File: src/rtl/tcw_fifo.sv
// Small register-based queue used between the console stages.
module tcw_fifo #(
  parameter int WIDTH = 8,
  parameter int DEPTH = 2
) (
  input  logic             clk,
  input  logic             rst_n,
  input  logic             push,
  input  logic [WIDTH-1:0] push_data,
  output logic             full,
  input  logic             pop,
  output logic [WIDTH-1:0] pop_data,
  output logic             empty
);

  localparam int PTR_W = (DEPTH > 1) ? $clog2(DEPTH) : 1;
  localparam int CNT_W = $clog2(DEPTH + 1);

  logic [WIDTH-1:0] data_r [DEPTH];
  logic [PTR_W-1:0] wr_ptr_r, wr_ptr_nxt;
  logic [PTR_W-1:0] rd_ptr_r, rd_ptr_nxt;
  logic [CNT_W-1:0] count_r, count_nxt;
  logic             do_push, do_pop;

  assign full     = (count_r == CNT_W'(DEPTH));
  assign empty    = (count_r == '0);
  assign do_push  = push && !full;
  assign do_pop   = pop && !empty;
  assign pop_data = data_r[rd_ptr_r];

  // pointer and count update
  always_comb begin
    wr_ptr_nxt = wr_ptr_r;
    rd_ptr_nxt = rd_ptr_r;
    count_nxt  = count_r;
    if (do_push) begin
      wr_ptr_nxt = (wr_ptr_r == PTR_W'(DEPTH - 1)) ? '0 : wr_ptr_r + 1'b1;
    end
    if (do_pop) begin
      rd_ptr_nxt = (rd_ptr_r == PTR_W'(DEPTH - 1)) ? '0 : rd_ptr_r + 1'b1;
    end
    if (do_push && !do_pop) begin
      count_nxt = count_r + 1'b1;
    end else if (do_pop && !do_push) begin
      count_nxt = count_r - 1'b1;
    end
  end

  always_ff @(posedge clk) begin
    if (!rst_n) begin
      wr_ptr_r <= '0;
      rd_ptr_r <= '0;
      count_r  <= '0;
    end else begin
      wr_ptr_r <= wr_ptr_nxt;
      rd_ptr_r <= rd_ptr_nxt;
      count_r  <= count_nxt;
    end
  end

  // storage, no reset
  always_ff @(posedge clk) begin
    if (do_push) begin
      data_r[wr_ptr_r] <= push_data;
    end
  end

endmodule

File: config.mk
export PLATFORM = sky130hd
export DESIGN_NAME = tcw_fifo
export DESIGN_NICKNAME = d
export VERILOG_FILES = /design/src/rtl/tcw_fifo.sv
export SDC_FILE = /design/constraint.sdc
export NUM_CORES = 1
export LEC_CHECK = 0
export BUFFER_PORTS_ARGS = -buffer_cell sky130_fd_sc_hd__buf_2
export CORE_MARGIN = 3
export CORE_UTILIZATION = 44
export DETAILED_ROUTE_END_ITERATION = 8
export PLACE_DENSITY = 0.71
export SKIP_LAST_GASP = 1
export SLEW_MARGIN = 30
export SYNTH_ARGS = -nofsm -noshare
export SYNTH_HDL_FRONTEND = slang
export SYNTH_SLANG_ARGS = --single-unit
File: constraint.sdc
create_clock -name clk -period 1.65 [get_ports clk]
set_clock_uncertainty 0.2 [all_clocks]
set_input_delay 0.33 -clock clk [delete_from_list [all_inputs] [get_ports clk]]
set_output_delay 0.33 -clock clk [all_outputs]
set_load 0.05 [all_outputs]
==> results_dict.tcl, run 1 <==
set metrics [dict create \
    fmax_mhz 561 \
    sw_frac_of_total_pct 38.3 \
    drv_cap 0 \
    crit_type "register to output port" \
    nets 95 \
    fp.dieH_um 48.9 \
    h-tree-depth 1 \
    antenna_cells 0 \
    drt_iter0_drc 9 \
    p_leak_nw 0.480 \
    path_clk_slew_ns 0.11 \
    ctsHoldBuffers 0 \
    synth_enable_flop_cells 16 \
    setup_violations 8 \
    required_ns 1.12 \
    routabilityCongestion 0.659 \
    fin_hold_ws_ns 0.0201 \
    via_count 492 \
    hold_class "input pin to register" \
    clk_path_buf_depth 2 \
    power.switching_uw 807 \
    dpl_worst_slack_ns -0.0111 \
    num_io_pins 22 \
    clk-insertion-delay-late_ns 0.29 \
    rows 14 \
    status "finished, violations left" \
    cts_tree "yes" \
    wl_per_cell_um 14.6 \
    period_minus_slack_ns 1.78 \
    syn_area_per_cell_um2 16.2 \
    die_area_um2 2390 \
    dpl_cell_area_um2 998 \
    overflow 0 \
    yosysWarnings 0 \
    die-width_um 48.9 \
    relSlewSlack_pct 83.4 \
    ir_drop_v 0.00136 \
    totalNegativeSetupSlack_ns -0.937 \
    violations "negative setup slack" \
    grt_pass1_vias 553 \
    syn_inst 50 \
    grt_usage_pct 14.8 \
    nFillCells 117 \
    arrival_ns 1.25 \
    grt_antenna_before_repair 0 \
    wl_mm 1.53 \
    async_flop_share_pct 0 \
    cts_made_buffers 3 \
    grt_max_degree 12 \
    layout-drive-gt1-share_pct 59.3 \
    synth-main-ff-cell "edfxtp_1" \
    startpoint_type "register" \
    rsz0062_at_grt "true" \
    synthesis.nets 63 \
    hold_violations 0 \
    p_per_area_nw_per_um2 1780 \
    clock-root-buffer "clkbuf_4" \
    intPower_mw 1.30 \
    area_growth_pct 46.7 \
    postRouteAntennaNets 0 \
    design_area_um2 1190 \
    multi_input_area_um2 278 \
    most-common-layout-cells "edfxtp_1, buf_2, mux2_4, buf_8, buf_4" \
    first_pass_iters 3 \
    final-max-slew-violation-count 0 \
    viasPerCell 4.69 \
    path_max_fanout 4 \
    final_util_pct 73.7 \
    place.port_buffers 21 \
    fin_crit_sh_pct 108 \
    setup_ws_ns -0.132 \
    layout_commonest_cell "edfxtp_1" \
    synth.ff_latch_count 21 \
    drc 0 \
    hpwl_mm 1.01 \
    crit_path_end_kind "output port" \
    synth.yosys.seq_area_share_pct 71.7 \
    synth_area_um2 810 \
    seq_power_share_pct 35.4 \
    core_um2 1610 \
    tightestPinTransition_ns 0.250 \
    pwr-share-comb_pct 53.6 \
    clkPwrFrac_pct 11.0 \
    start_util_pct 50.2 \
    grt_pass1_wl_mm 2.66 \
    yosys.cell_types.count 20 \
    regArea_um2 587 \
    cts.sinks 21 \
]
==> cells by family (layout without fill, tap and decap cells) <==
group	Yosys count	in the layout	synth area share, %
mux	8	8	11.1
fa+ha+maj	1	1	1.55
flops	21	21	71.7
buf+inv	3	34	1.54
xor+xnor	3	3	3.25
compound gates	5	5	4.02
simple gates	9	9	6.80
==> state kept, by name, summed over array words and instances, names as in the netlist, named ones only <==
| register | count |
|---|---|
| data_r | 16 |
| count_r | 2 |
| rd_ptr_r | 1 |
| wr_ptr_r | 1 |
==> final timing paths <==
kind / to / slack [ns] / from / cells past startpoint
hold reg to reg: count_r[1] / 0.34 / count_r[1] / 2
hold / removal: data_r[0][6] / 0.02 / push_data[6] / 1
setup / recovery: pop_data[7] / -0.13 / register / 3
setup reg to reg: count_r[1] / 0.02 / count_r[0] / 7
==> power by group through the flow <==
stage	sequential, mW	clock [mW]	combinational [mW]
finish	0.746	0.232	1.13
global route	0.760	0.264	1.19
CTS	0.741	0.240	1.11
detailed placement	0.747	0	0.829
global placement	0.739	0	0.819
floorplan	0.730	0	0.647
==> timing repair <==
action | CTS | global route
buffers inserted | 2 | 0
setup endpoints to repair | 10 | 10
resized for setup | 40 | 2
pin swaps | 2 | 1
==> layer usage <==
| layer | up-vias | wire, µm | global-route usage, % |
|---|---|---|---|
| met5 | - | 0 | 0 |
| met4 | 0 | 24 | 7.11 |
| met3 | 4 | 56 | 3.06 |
| met2 | 13 | 851 | 26.9 |
| met1 | 230 | 597 | 16.3 |
| li1 | 245 | - | - |
==> synthesized netlist by cell type, drive strengths merged, types with 2 or more instances <==
cell type / n / area (µm²)
and2: 3 / 18.8
dfxtp: 5 / 100
a21boi: 2 / 15.0
xnor2: 2 / 17.5
o21ai: 2 / 10.0
nor2: 2 / 7.51
mux2: 8 / 90.1
inv: 2 / 7.50
edfxtp: 16 / 480
==> area by class of cell <==
cell class | count | share of cell area (%)
timing repair buffer | 28 | 21.2
multi-input combinational | 26 | 23.4
clock buffer | 4 | 2.21
tap | 24 | 2.53
sequential | 21 | 49.4
inverter | 2 | 1.26
==> critical path, cell delays in order (launching register included) <==
cell and delay, ns:
dfxtp_2 0.36, buf_6 0.12, mux2_4 0.32, buf_8 0.15
==> per-stage QoR <==
stage	total power, mW	instances
2_1_floorplan	1.38	50
3_3_place_gp	1.56	99
3_5_place_dp	1.58	99
4_1_cts	2.09	105
5_1_grt	2.21	105
6_report	2.11	105
No activity file was read; power rests on OpenSTA's default activity.
==> run 2, diff against run 1 <==
--- a/config.mk
+++ b/config.mk
@@ -9,6 +9,7 @@
 export CORE_MARGIN = 3
 export CORE_UTILIZATION = 44
 export DETAILED_ROUTE_END_ITERATION = 8
+export MAX_ROUTING_LAYER = met4
 export PLACE_DENSITY = 0.71
 export SKIP_LAST_GASP = 1
 export SLEW_MARGIN = 30
==> run 2 against run 1 <==
Against the previous run:
- the flow still finishes with violations (negative setup slack)
- register-to-register slack about the same
- design area unchanged
- maximum frequency unchanged
- worst hold slack about the same
- setup slack unchanged
- utilization unchanged
- cell count unchanged
- first-iteration DRC count unchanged
- sequential power about the same
- sequential cell count unchanged
- critical endpoint unchanged
==> results_dict.tcl, run 2 (synthesis results as in run 1) <==
set metrics [dict create \
    hold_class "input pin to register" \
    area_growth_pct 46.7 \
    tightestPinTransition_ns 0.250 \
    drc 0 \
    final-max-slew-violation-count 0 \
    crit_path_end_kind "output port" \
    grt_antenna_before_repair 0 \
    overflow 0 \
    clk-insertion-delay-late_ns 0.29 \
    grt_pass1_wl_mm 2.66 \
    routabilityCongestion 0.665 \
    h-tree-depth 1 \
    crit_buf_inv 2 \
    fin_total_pwr_mw 2.11 \
    antenna_cells 0 \
    most-common-layout-cells "edfxtp_1, buf_2, mux2_4, buf_8, buf_4" \
    worst_path_max_delay_cell "dfxtp_2" \
    fin_crit_sh_pct 108 \
    required_ns 1.12 \
    cts_made_buffers 3 \
    grt_pass1_vias 553 \
    num_io_pins 22 \
    viasPerCell 4.69 \
    drv_cap 0 \
    layout-drive-gt1-share_pct 59.3 \
    largest_reg_flops 16 \
    grt_max_degree 12 \
    postRouteAntennaNets 0 \
    setup_ws_ns -0.132 \
    hold_violations 0 \
    path_max_fanout 4 \
    violations "negative setup slack" \
    fin_hold_ws_ns 0.0201 \
    fp.dieH_um 48.9 \
    layout_commonest_cell "edfxtp_1" \
    first_pass_iters 3 \
    via_count 492 \
    hpwl_mm 1.01 \
    setup_violations 8 \
    p_per_area_nw_per_um2 1780 \
    wl_mm 1.53 \
    wl_per_cell_um 14.6 \
    fmax_mhz 561 \
    rsz0062_at_grt "true" \
    cts_tree "yes" \
    start_util_pct 50.2 \
    path_cells "buf_6 > mux2_4 > buf_8" \
    nFillCells 117 \
    startpoint_type "register" \
    clock-root-buffer "clkbuf_4" \
    grt_usage_pct 15.3 \
    status "finished, violations left" \
    clk_path_buf_depth 2 \
    arrival_ns 1.25 \
    crit_type "register to output port" \
    drt_iter0_drc 9 \
    top_regs "data_r: 16 flops, count_r: 2 flops" \
    place.port_buffers 21 \
    core_um2 1610 \
    relSlewSlack_pct 83.4 \
    die_area_um2 2390 \
    ir_drop_v 0.00136 \
    period_minus_slack_ns 1.78 \
    critPathMaxStageDelay_ns 0.36 \
    die-width_um 48.9 \
    cts.sinks 21 \
    rows 14 \
    regMostFlops "data_r" \
    p_leak_nw 0.480 \
    path_clk_slew_ns 0.11 \
    nets 95 \
    cp_top_family "flip-flops" \
]
==> run 2: layout make-up <==
class	instances	area [µm²]	share of cell area, %
flip-flops and latches	21	587	49.4
multi-input cells	26	278	23.4
repair buffers	28	251	21.2
well taps	24	30.0	2.53
clock buffers	4	26.3	2.21
inverters	2	15.0	1.26
==> run 2: final timing paths <==
path,from,to,slack (ns),cells after the start
setup / recovery,register,pop_data[7],-0.13,3
setup reg to reg,count_r[0],count_r[1],0.02,7
hold / removal,push_data[6],data_r[0][6],0.02,1
hold reg to reg,count_r[1],count_r[1],0.34,2
==> run 2: power breakdown <==
group | switching (mW) | leakage [nW] | internal, mW | total [mW]
clock network | 0.138 | 0.0150 | 0.0940 | 0.232
registers | 0.0612 | 0.192 | 0.685 | 0.746
logic | 0.608 | 0.273 | 0.523 | 1.13
total | 0.807 | 0.480 | 1.30 | 2.11
==> run 2: per-layer routing <==
layer  part of all wire (%)  up-vias  track usage (%)  wire length (µm)
met5                      0        -                -                 0
met4                    1.6        0             7.11                24
met3                    3.7        4             3.06                56
met2                     56       13             26.9               851
met1                     39      230             16.3               597
li1                       -      245                -                 -
==> run 2: timing repair <==
item	CTS	global route
setup endpoints to repair	10	10
hold buffers	0	0
gates resized for setup	40	2
setup buffers	2	0
pin swaps	2	1
==> run 2: stage by stage <==
step	cell area [µm²]	std cells	setup WS, ns	util, %	TNS [ns]
after floorplan	831	50	0.00380	-	0
after CTS	1180	105	-0.126	73.2	-0.997
after global routing	1190	105	-0.182	73.7	-1.35
after global placement	998	99	0.0475	62.0	0
final	1190	105	-0.132	73.7	-0.937
after detailed placement	998	99	-0.0111	62.0	-0.0111
