$ cat src/rtl/tcw_pkg.sv
// Shared types and constants for the text console writer.
package tcw_pkg;

  // Fixed field widths of the item and result beats
  localparam int CHAR_W   = 8;
  localparam int ATTR_W   = 8;
  localparam int COL_W    = 7;
  localparam int ROW_W    = 5;
  localparam int CURSOR_W = 11;
  localparam int CELL_DW  = CHAR_W + ATTR_W;

  // Command queue and result queue depth
  localparam int QUEUE_DEPTH = 2;

  // Input action codes
  localparam logic [1:0] ACT_PUT   = 2'd0;
  localparam logic [1:0] ACT_READ  = 2'd1;
  localparam logic [1:0] ACT_CLEAR = 2'd2;

  // Character codes
  localparam logic [CHAR_W-1:0] NEWLINE_CODE = 8'd10;
  localparam logic [CHAR_W-1:0] SPACE_CODE   = 8'd32;

  // Reset value of the default attribute register
  localparam logic [ATTR_W-1:0] DEFAULT_ATTR_RST = 8'd15;

  // Decoded operation handed from the front end to the back end
  typedef enum logic [2:0] {
    OP_PUT     = 3'd0,
    OP_NEWLINE = 3'd1,
    OP_READ    = 3'd2,
    OP_CLEAR   = 3'd3,
    OP_NOP     = 3'd4
  } op_t;

  // One classified command; column and row are already saturated
  typedef struct packed {
    op_t               op;
    logic [CHAR_W-1:0] char_code;
    logic [ATTR_W-1:0] attr;
    logic              at_position;
    logic [COL_W-1:0]  column;
    logic [ROW_W-1:0]  row_index;
  } cmd_t;

  // One result beat
  typedef struct packed {
    logic [CURSOR_W-1:0] cursor_cell;
    logic                scrolled;
    logic [CHAR_W-1:0]   cell_char;
    logic [ATTR_W-1:0]   cell_attribute;
  } res_t;

endpackage

$ cat src/rtl/tcw_front.sv
// Front end: default attribute register and item classification.
module tcw_front
  import tcw_pkg::*;
#(
  parameter int COLUMNS = 80,
  parameter int ROWS    = 25
) (
  input  logic              clk,
  input  logic              rst_n,
  input  logic              cfg_write_en,
  input  logic [ATTR_W-1:0] cfg_write_data,
  input  logic [1:0]        in_action,
  input  logic [CHAR_W-1:0] in_char_code,
  input  logic [ATTR_W-1:0] in_attribute,
  input  logic              in_at_position,
  input  logic [COL_W-1:0]  in_column,
  input  logic [ROW_W-1:0]  in_row_index,
  output cmd_t              cmd,
  output logic [ATTR_W-1:0] default_attr
);

  logic [ATTR_W-1:0] default_attr_r;

  // default attribute register
  always_ff @(posedge clk) begin
    if (!rst_n) begin
      default_attr_r <= DEFAULT_ATTR_RST;
    end else if (cfg_write_en) begin
      default_attr_r <= cfg_write_data;
    end
  end

  assign default_attr = default_attr_r;

  // decode action, resolve attribute, saturate position
  always_comb begin
    unique case (in_action)
      ACT_PUT: begin
        cmd.op = (in_char_code == NEWLINE_CODE) ? OP_NEWLINE : OP_PUT;
      end
      ACT_READ:  cmd.op = OP_READ;
      ACT_CLEAR: cmd.op = OP_CLEAR;
      default:   cmd.op = OP_NOP;
    endcase
    cmd.char_code   = in_char_code;
    cmd.attr        = (in_attribute == '0) ? default_attr_r : in_attribute;
    cmd.at_position = in_at_position;
    cmd.column      = (int'(in_column) >= COLUMNS) ? COL_W'(COLUMNS - 1) : in_column;
    cmd.row_index   = (int'(in_row_index) >= ROWS) ? ROW_W'(ROWS - 1) : in_row_index;
  end

endmodule

$ cat config.mk
export PLATFORM = sky130hd
export DESIGN_NAME = tcw_front
export DESIGN_NICKNAME = d
export VERILOG_FILES = /design/src/rtl/tcw_pkg.sv /design/src/rtl/tcw_front.sv
export SDC_FILE = /design/constraint.sdc
export NUM_CORES = 1
export LEC_CHECK = 0
export BUFFER_PORTS_ARGS = -buffer_cell sky130_fd_sc_hd__buf_2
export CAP_MARGIN = 25
export CORE_MARGIN = 2
export CORE_UTILIZATION = 32
export DETAILED_ROUTE_END_ITERATION = 6
export PLACE_DENSITY = 0.78
export SLEW_MARGIN = 20
export SYNTH_ARGS = -nofsm -noshare
export SYNTH_HDL_FRONTEND = slang
export SYNTH_SLANG_ARGS = --single-unit
$ cat constraint.sdc
create_clock -name clk -period 1.1 [get_ports clk]
set_input_delay 0.055 -clock clk [delete_from_list [all_inputs] [get_ports clk]]
set_output_delay 0.055 -clock clk [all_outputs]
set_load 0.005 [all_outputs]
==> impl_metrics.toml, run 1 <==
[status]
status = "finished with violations"
failed_checks = "setup timing"

[setup_path]
r2r-end = "default_attr[3]"
reg2reg_slack_ns = 0.48
critical_path.max_fanout = 8
cp-end-kind = "output port"
critPathLaunchType = "input port"
reg2reg_from = "default_attr[3]"
worstPathRequired_ns = 1.04
reg2reg_depth = 2
worst-setup-path-type = "input port to output port"
cp.arrival_ns = 1.16

[detailed_routing]
first_pass_iters = 2
final_antenna_net_count = 0
viasPerCell = 4.44
wl_per_cell_microns = 9.95
drc_errors = 0
via_count = 813
drt_iter0_markers = 10
finalWirelength_mm = 1.82

[cts]
clock_path_buffers = 2
cts_buffers = 3
clk_latency_ns = 0.25
ctsHoldBuffers = 0
root_buffer = "clkbuf_4"
cts_num_sinks = 8
cts_tree = "done"
cts_max_level = 1
path_clk_slew_ns = 0.05

[power_and_ir_drop]
ir_drop_mv = 0.626
p_leak_nw = 0.631
total_power_w = 0.000833
power_density_nw_per_um2 = 760

[logic_synthesis]
synth_area_per_cell_sq_um = 8.07
syn_nets = 129
async_flop_share_pct = 0
yosysWarnings = 0
synth_top_area_share_pct = 23.4
synth_most_common_cell = "inv_1"
synth_area_sq_um = 686
ys_seq_area_share_pct = 23.4
synth_ff_type = "dfxtp_1"
synth_area_leaders = "dfxtp_1 (23%), o31ai_2 (15%), buf_4 (9.9%)"
synth-edff-count = 0
synth.largest_area_cell = "dfxtp_1"
syn_inst = 85
synth-seq-cells = 8
synth_cell_types = 19
synthTopCellsByCount = "inv_1 (18), buf_4 (9), dfxtp_1 (8), nor2b_1 (8), o31ai_2 (8)"

[global_route]
grt_max_degree = 13
grt_pass1_wl_mm = 2.85
antenna_found_initial = 0
track_usage_pct = 14.1
gr-total-overflow = 0
grt_pass1_vias = 768

[timing]
timing.final.hold_violations = 0
tightest_slew_ns = 0.277
skew_ns = 0
rsz0062_at_grt = "yes"
timing.fmax_ghz = 0.823
finalCriticalPeriod_ns = 1.21
finalMaxSlewViolations = 0
setup_viol = 8
setup_slack_ns = -0.115
tns_ns = -0.751
max-slew-margin-rel_pct = 81.4
post-route-period-util_pct = 110

[final_layout]
drive_gt1_share_pct = 62.2
area_growth_pct = 59.9
nets = 202
nFillCells = 207
insertedDiodeCount = 0
largest_reg_flops = 8

[floorplanning]
die_area_sq_um = 2530
initial_utilization_pct = 34.6
io_pins = 82
die_w_microns = 50.3
die_h_microns = 50.3
core_sq_um = 1980
rows = 16

[placement]
dp_hpwl_mm = 1.62
port_buffers = 79
globalplace.congestion = 0.692

[hold_path]
hold_end = "default_attr[2]"
hold_class = "input port to register"
hold_start = "cfg_write_data[2]"
holdPathStages = 3

[flow_run]
cap_violations = 0
-- through the flow --
stage          utilization, %  hold slack [ns]  area (sq um)  instances  setup WS, ns
4_1_cts                  54.2           0.0184          1070        182        -0.112
2_1_floorplan               -            0.140           686         85        0.0985
6_report                 55.3           0.0226          1100        183        -0.115
3_5_place_dp             52.3            0.110          1040        179        -0.137
3_3_place_gp             52.3            0.110          1040        179        -0.138
5_1_grt                  55.3           0.0225          1100        183        -0.141
-- metal layers --
metal	routed length, microns	GRT usage, %	vias to the layer above	share of wire [%]
met4	13	6.76	0	0.71
met3	255	4.17	2	14
met2	951	28.3	56	52
met1	600	12.4	341	33
met5	0	0	-	0
li1	-	-	414	-
-- logic make-up (layout without fill, tap and decap cells) --
kind of cell / count (synthesis) / count (layout) / synth area share (%)
adders and majority gates: 2 / 2 / 3.65
AOI/OAI and AO/OA: 14 / 14 / 21.0
muxes: 4 / 4 / 5.84
and+or+nand+nor: 24 / 24 / 21.7
DFF: 8 / 8 / 23.4
buffers and inverters: 33 / 104 / 24.5
-- worst max-delay path by stage --
| stage | start | endpoint | slack, ns | depth (start not counted) |
|---|---|---|---|---|
| 2_1_floorplan | in_attribute[4] | cmd[13] | 0.1 | 3 |
| 3_3_place_gp | in_attribute[0] | cmd[14] | -0.14 | 5 |
| 3_5_place_dp | in_attribute[0] | cmd[17] | -0.14 | 5 |
| 4_1_cts | in_attribute[0] | cmd[17] | -0.11 | 5 |
| 5_1_grt | in_attribute[6] | cmd[20] | -0.14 | 4 |
| 6_report | in_attribute[6] | cmd[20] | -0.11 | 4 |
-- cells in the final DEF, fill, tap and decap left out, drive strengths merged --
cell,instances
nand2,5
mux2i,4
o211ai,4
inv,18
a31o,1
o31ai,8
buf,83
ha,2
nor4b,2
and2,3
nand2b,4
o21ai,1
clkbuf,3
dfxtp,8
nor2b,8
or4,2
-- where the power goes --
group | leakage [nW] | internal [W] | switching (W)
clock network | 0.0138 | 0.000124 | 0.0000906
registers | 0.0664 | 0.000309 | 0.00000990
logic | 0.551 | 0.000170 | 0.000128
-- critical path: stages --
cell and delay (ns):
buf_6 0.09, or4_4 0.61, o31ai_2 0.26, buf_2 0.14
-- layout make-up --
class                   instances  area, sq um  area share [%]
repair buffers                 83          450            41.1
inverters                      18         67.6            6.16
clock buffers                   3         22.5            2.05
well taps                      27         33.8            3.08
flip-flops and latches          8          160            14.6
multi-input cells              44          362            33.0
-- timing repair --
action,in CTS,in global routing
resized for setup,3,3
setup endpoints to repair,8,8
pin swaps,1,3
buffers inserted,0,2
(Power assumes the default switching activity.)
==> inputs of run 2 (changes only) <==
Settings changed: CORE_MARGIN 2 to 3.
==> impl_metrics.toml, run 2 (synthesized netlist as in run 1, its figures left out) <==
[detailed_routing]
first_pass_iters = 2
wl_per_cell_microns = 10.2
viasPerCell = 4.42
drc_errors = 0
final_antenna_net_count = 0
drt_iter0_markers = 5
finalWirelength_mm = 1.83
via_count = 792

[status]
status = "finished with violations"
failed_checks = "setup timing"

[placement]
globalplace.congestion = 0.677
dp_hpwl_mm = 1.64
port_buffers = 79

[timing]
tightest_slew_ns = 0.260
skew_ns = 0
max-slew-margin-rel_pct = 82.4
finalMaxSlewViolations = 0
rsz0062_at_grt = "yes"
setup_viol = 8
post-route-period-util_pct = 110
finalCriticalPeriod_ns = 1.21
timing.final.hold_violations = 0
timing.fmax_ghz = 0.826
setup_slack_ns = -0.111

[final_layout]
area_growth_pct = 54.6
final_common_cell = "buf_2"
largest_reg_flops = 8
nets = 198
insertedDiodeCount = 0
mostFrequentLayoutCells = "buf_2 (77), inv_1 (18), nor2b_1 (8), o31ai_2 (8), dfxtp_1 (8)"
final_core_util_pct = 52.9
drive_gt1_share_pct = 61.8

[floorplanning]
io_pins = 82
die_h_microns = 52.3
die_area_sq_um = 2730
die_w_microns = 52.3
core_sq_um = 2000
rows = 16
initial_utilization_pct = 34.3

[global_route]
antenna_found_initial = 0
grt_pass1_wl_mm = 2.73
track_usage_pct = 13.2
grt_max_degree = 13
gr-total-overflow = 0
grt_pass1_vias = 680

[setup_path]
worst-setup-path-type = "input port to output port"
max_stage_delay_ns = 0.61
cp.arrival_ns = 1.16
critPathLaunchType = "input port"
crit_chain = "buf_6, or4_4, o31ai_2, buf_2"
worstPathRequired_ns = 1.04
cp-end-kind = "output port"
critical_path.max_fanout = 8
critical-path-slowest-cell = "or4_4"
timing.critical_path.buf_inv = 2
critPathTopFamily = "simple AND/OR/NAND/NOR gates"

[cts]
ctsHoldBuffers = 0
path_clk_slew_ns = 0.05
clock_path_buffers = 2
clk_latency_ns = 0.25
cts_max_level = 1
root_buffer = "clkbuf_4"
cts_buffers = 3
cts_num_sinks = 8
cts_tree = "done"

[flow_run]
cap_violations = 0

[power_and_ir_drop]
ir_drop_mv = 0.576
power_density_nw_per_um2 = 774
total_power_w = 0.000820
p_leak_nw = 0.609

[hold_path]
hold_class = "input port to register"
run 2: changes by cell type in the layout (fill, tap and decap cells not counted):
cell,before,now
buf_4,4,0
buf_2,75,77
buf_6,4,2
nor4b_1,2,1
nor4b_2,0,1
run 2: repair_timing:
item	4_1_cts	5_1_grt
pin swaps	2	2
setup endpoints to repair	8	9
buffers inserted	0	0
gates resized for setup	5	1
cloned	0	0
run 2: stage by stage:
step	hold WS (ns)	instances	TNS (ns)	setup WS, ns	instance area, sq um
finish	0.0239	179	-0.734	-0.111	1060
global route	0.0372	179	-1.14	-0.164	1060
CTS	0.0162	180	-0.885	-0.125	1070
detailed placement	0.110	177	-1.03	-0.151	1020
global placement	0.110	177	-0.929	-0.124	1020
floorplan	0.140	85	0	0.0985	686
run 2: report_power, final:
part | switching [W] | internal, W | total [W]
clock network | 0.0000915 | 0.000124 | 0.000216
logic | 0.000126 | 0.000158 | 0.000284
registers | 0.0000108 | 0.000309 | 0.000320
total | 0.000229 | 0.000591 | 0.000820
run 2: path summary, 6_finish.rpt:
path | start | endpoint | slack, ns | depth (start not counted)
worst min register to register | default_attr[0] | default_attr[0] | 0.52 | 2
worst min-delay path | cfg_write_data[2] | default_attr[2] | 0.02 | 3
worst max register to register | default_attr[1] | default_attr[1] | 0.47 | 2
worst max-delay path | in_attribute[4] | cmd[15] | -0.11 | 4
run 2: per-layer routing:
layer / vias up / global-route usage (%) / routed length, microns
met3: 4 / 1.99 / 270
met1: 334 / 12.3 / 600
met2: 57 / 26.2 / 935
li1: 397 / - / -
met5: - / 0 / 0
met4: 0 / 7.66 / 23
run 2: area by class of cell:
class,count,area (sq um)
clock buffer,3,22.5
inverter,18,67.6
multi-input combinational,44,368
tap,27,33.8
fill,213,942
timing repair buffer,79,408
sequential,8,160
run 2: worst register-to-register path: stages, from the launching register on:
cell	delay [ns]
dfxtp_1	0.33
inv_1	0.07
o211ai_1	0.15
==> inputs of run 3 (changes only) <==
--- a/config.mk
+++ b/config.mk
@@ -13,2 +13,3 @@
 export PLACE_DENSITY = 0.78
+export SKIP_LAST_GASP = 1
 export SLEW_MARGIN = 20
==> constraint.sdc (replaced) <==
create_clock -name clk -period 1.1 [get_ports clk]
set_input_delay 0.165 -clock clk [delete_from_list [all_inputs] [get_ports clk]]
set_output_delay 0.165 -clock clk [all_outputs]
set_load 0.005 [all_outputs]
==> impl_metrics.toml, run 3 (synthesized netlist as in run 1, its figures left out) <==
[cts]
cts_max_level = 1
root_buffer = "clkbuf_4"
clk_latency_ns = 0.25
cts_tree = "done"
clock_path_buffers = 2
cts_setup_buffers = 0
cts_num_sinks = 8
path_clk_slew_ns = 0.05
cts_buffers = 3

[timing]
finalMaxSlewViolations = 0
timing.fmax_ghz = 0.674
tightest_slew_ns = 0.277
timing.final.hold_violations = 0
max-slew-margin-rel_pct = 81.3
rsz0062_at_grt = "yes"
skew_ns = 0
setup_viol = 8
setup_slack_ns = -0.384
post-route-period-util_pct = 135
finalCriticalPeriod_ns = 1.48

[detailed_routing]
first_pass_iters = 4
drt_iter0_markers = 3
final_antenna_net_count = 0
drc_errors = 0
viasPerCell = 4.60
via_count = 837
wl_per_cell_microns = 11.9
finalWirelength_mm = 2.17

[status]
status = "finished with violations"
failed_checks = "setup timing"

[power_and_ir_drop]
power_density_nw_per_um2 = 735
ir_drop_mv = 0.536
p_leak_nw = 0.644

[hold_path]
hold_class = "input port to register"

[placement]
pre_cts_ws_ns = -0.377
globalplace.congestion = 0.667
port_buffers = 79
post_dp_cell_area_sq_um = 1040
dp_hpwl_mm = 1.77

[global_route]
gr-total-overflow = 0
grt_pass1_vias = 718
antenna_found_initial = 0
track_usage_pct = 14.1
grt_max_degree = 13
grt_pass1_wl_mm = 2.89

[final_layout]
final_common_cell = "buf_2"
largest_reg_flops = 8
nets = 201
multi_input_area_sq_um = 424
insertedDiodeCount = 0
drive_gt1_share_pct = 64.5
design_area_sq_um = 1180
mostFrequentLayoutCells = "buf_2 (73), inv_1 (16), nor2b_1 (8), dfxtp_1 (8)"
nFillCells = 197
register_area_sq_um = 160
area_growth_pct = 72.4

[setup_path]
cp-end-kind = "output port"
max_stage_delay_ns = 0.65
critical_path.max_fanout = 8
worstPathRequired_ns = 0.94
cp.arrival_ns = 1.32
critPathLaunchType = "input port"
critical-path-slowest-cell = "or4_4"
worst-setup-path-type = "input port to output port"
crit_chain = "buf_2, or4_4, o31ai_4, buf_2"
cp_common_cell = "buf_2"

[flow_run]
cap_violations = 0

[floorplanning]
core_sq_um = 2000
die_h_microns = 52.3
io_pins = 82
initial_utilization_pct = 34.3
die_area_sq_um = 2730
rows = 16
die_w_microns = 52.3
run 3: worst max-delay path: cells and delay by family:
family          cells  cell delay, ns
compound gates      1            0.25
buf+inv             2            0.25
simple gates        1            0.65
run 3: worst paths after layout:
| kind | startpoint | end | slack [ns] | cells after the start |
|---|---|---|---|---|
| max reg2reg | default_attr[2] | default_attr[2] | 0.45 | 2 |
| min | cfg_write_data[0] | default_attr[0] | 0.14 | 3 |
| min reg2reg | default_attr[0] | default_attr[0] | 0.53 | 2 |
| max | in_attribute[6] | cmd[15] | -0.38 | 4 |
run 3: report_power, final:
group	switching, W	internal, W	total, W
registers	0.0000118	0.000309	0.000321
logic	0.000149	0.000184	0.000332
clock network	0.0000918	0.000124	0.000216
run 3: final cells by class:
type / instances / share of cell area, %
Clock buffer: 3 / 1.90
Inverter: 18 / 5.93
Tap cell: 27 / 2.86
Timing Repair Buffer: 82 / 39.9
Sequential cell: 8 / 13.5
Multi-Input combinational cell: 44 / 35.9
run 3: per-layer routing:
| metal | wire [microns] | GRT usage [%] |
|---|---|---|
| met2 | 1210 | 29.3 |
| met5 | 0 | 0 |
| met4 | 0 | 6.38 |
| met3 | 300 | 1.42 |
| met1 | 662 | 13.3 |
run 3: through the flow:
| stage | hold slack (ns) | std cells | util (%) | total power [W] | setup TNS [ns] |
|---|---|---|---|---|---|
| after floorplan | 0.264 | 85 | - | 0.000466 | -0.972 |
| after global placement | 0.330 | 179 | 51.8 | 0.000607 | -2.73 |
| after detailed placement | 0.330 | 179 | 51.8 | 0.000617 | -2.92 |
| after CTS | 0.133 | 182 | 55.5 | 0.000851 | -2.77 |
| after global routing | 0.151 | 182 | 59.1 | 0.000919 | -3.26 |
| final | 0.141 | 182 | 59.1 | 0.000869 | -2.94 |
run 3: what timing repair did:
item                                    in CTS  in global routing
cloned                                       0                  0
pin swaps                                    5                  5
hold buffers                                 0                  0
resized for setup                           11                 11
endpoints found under the setup margin       9                  9
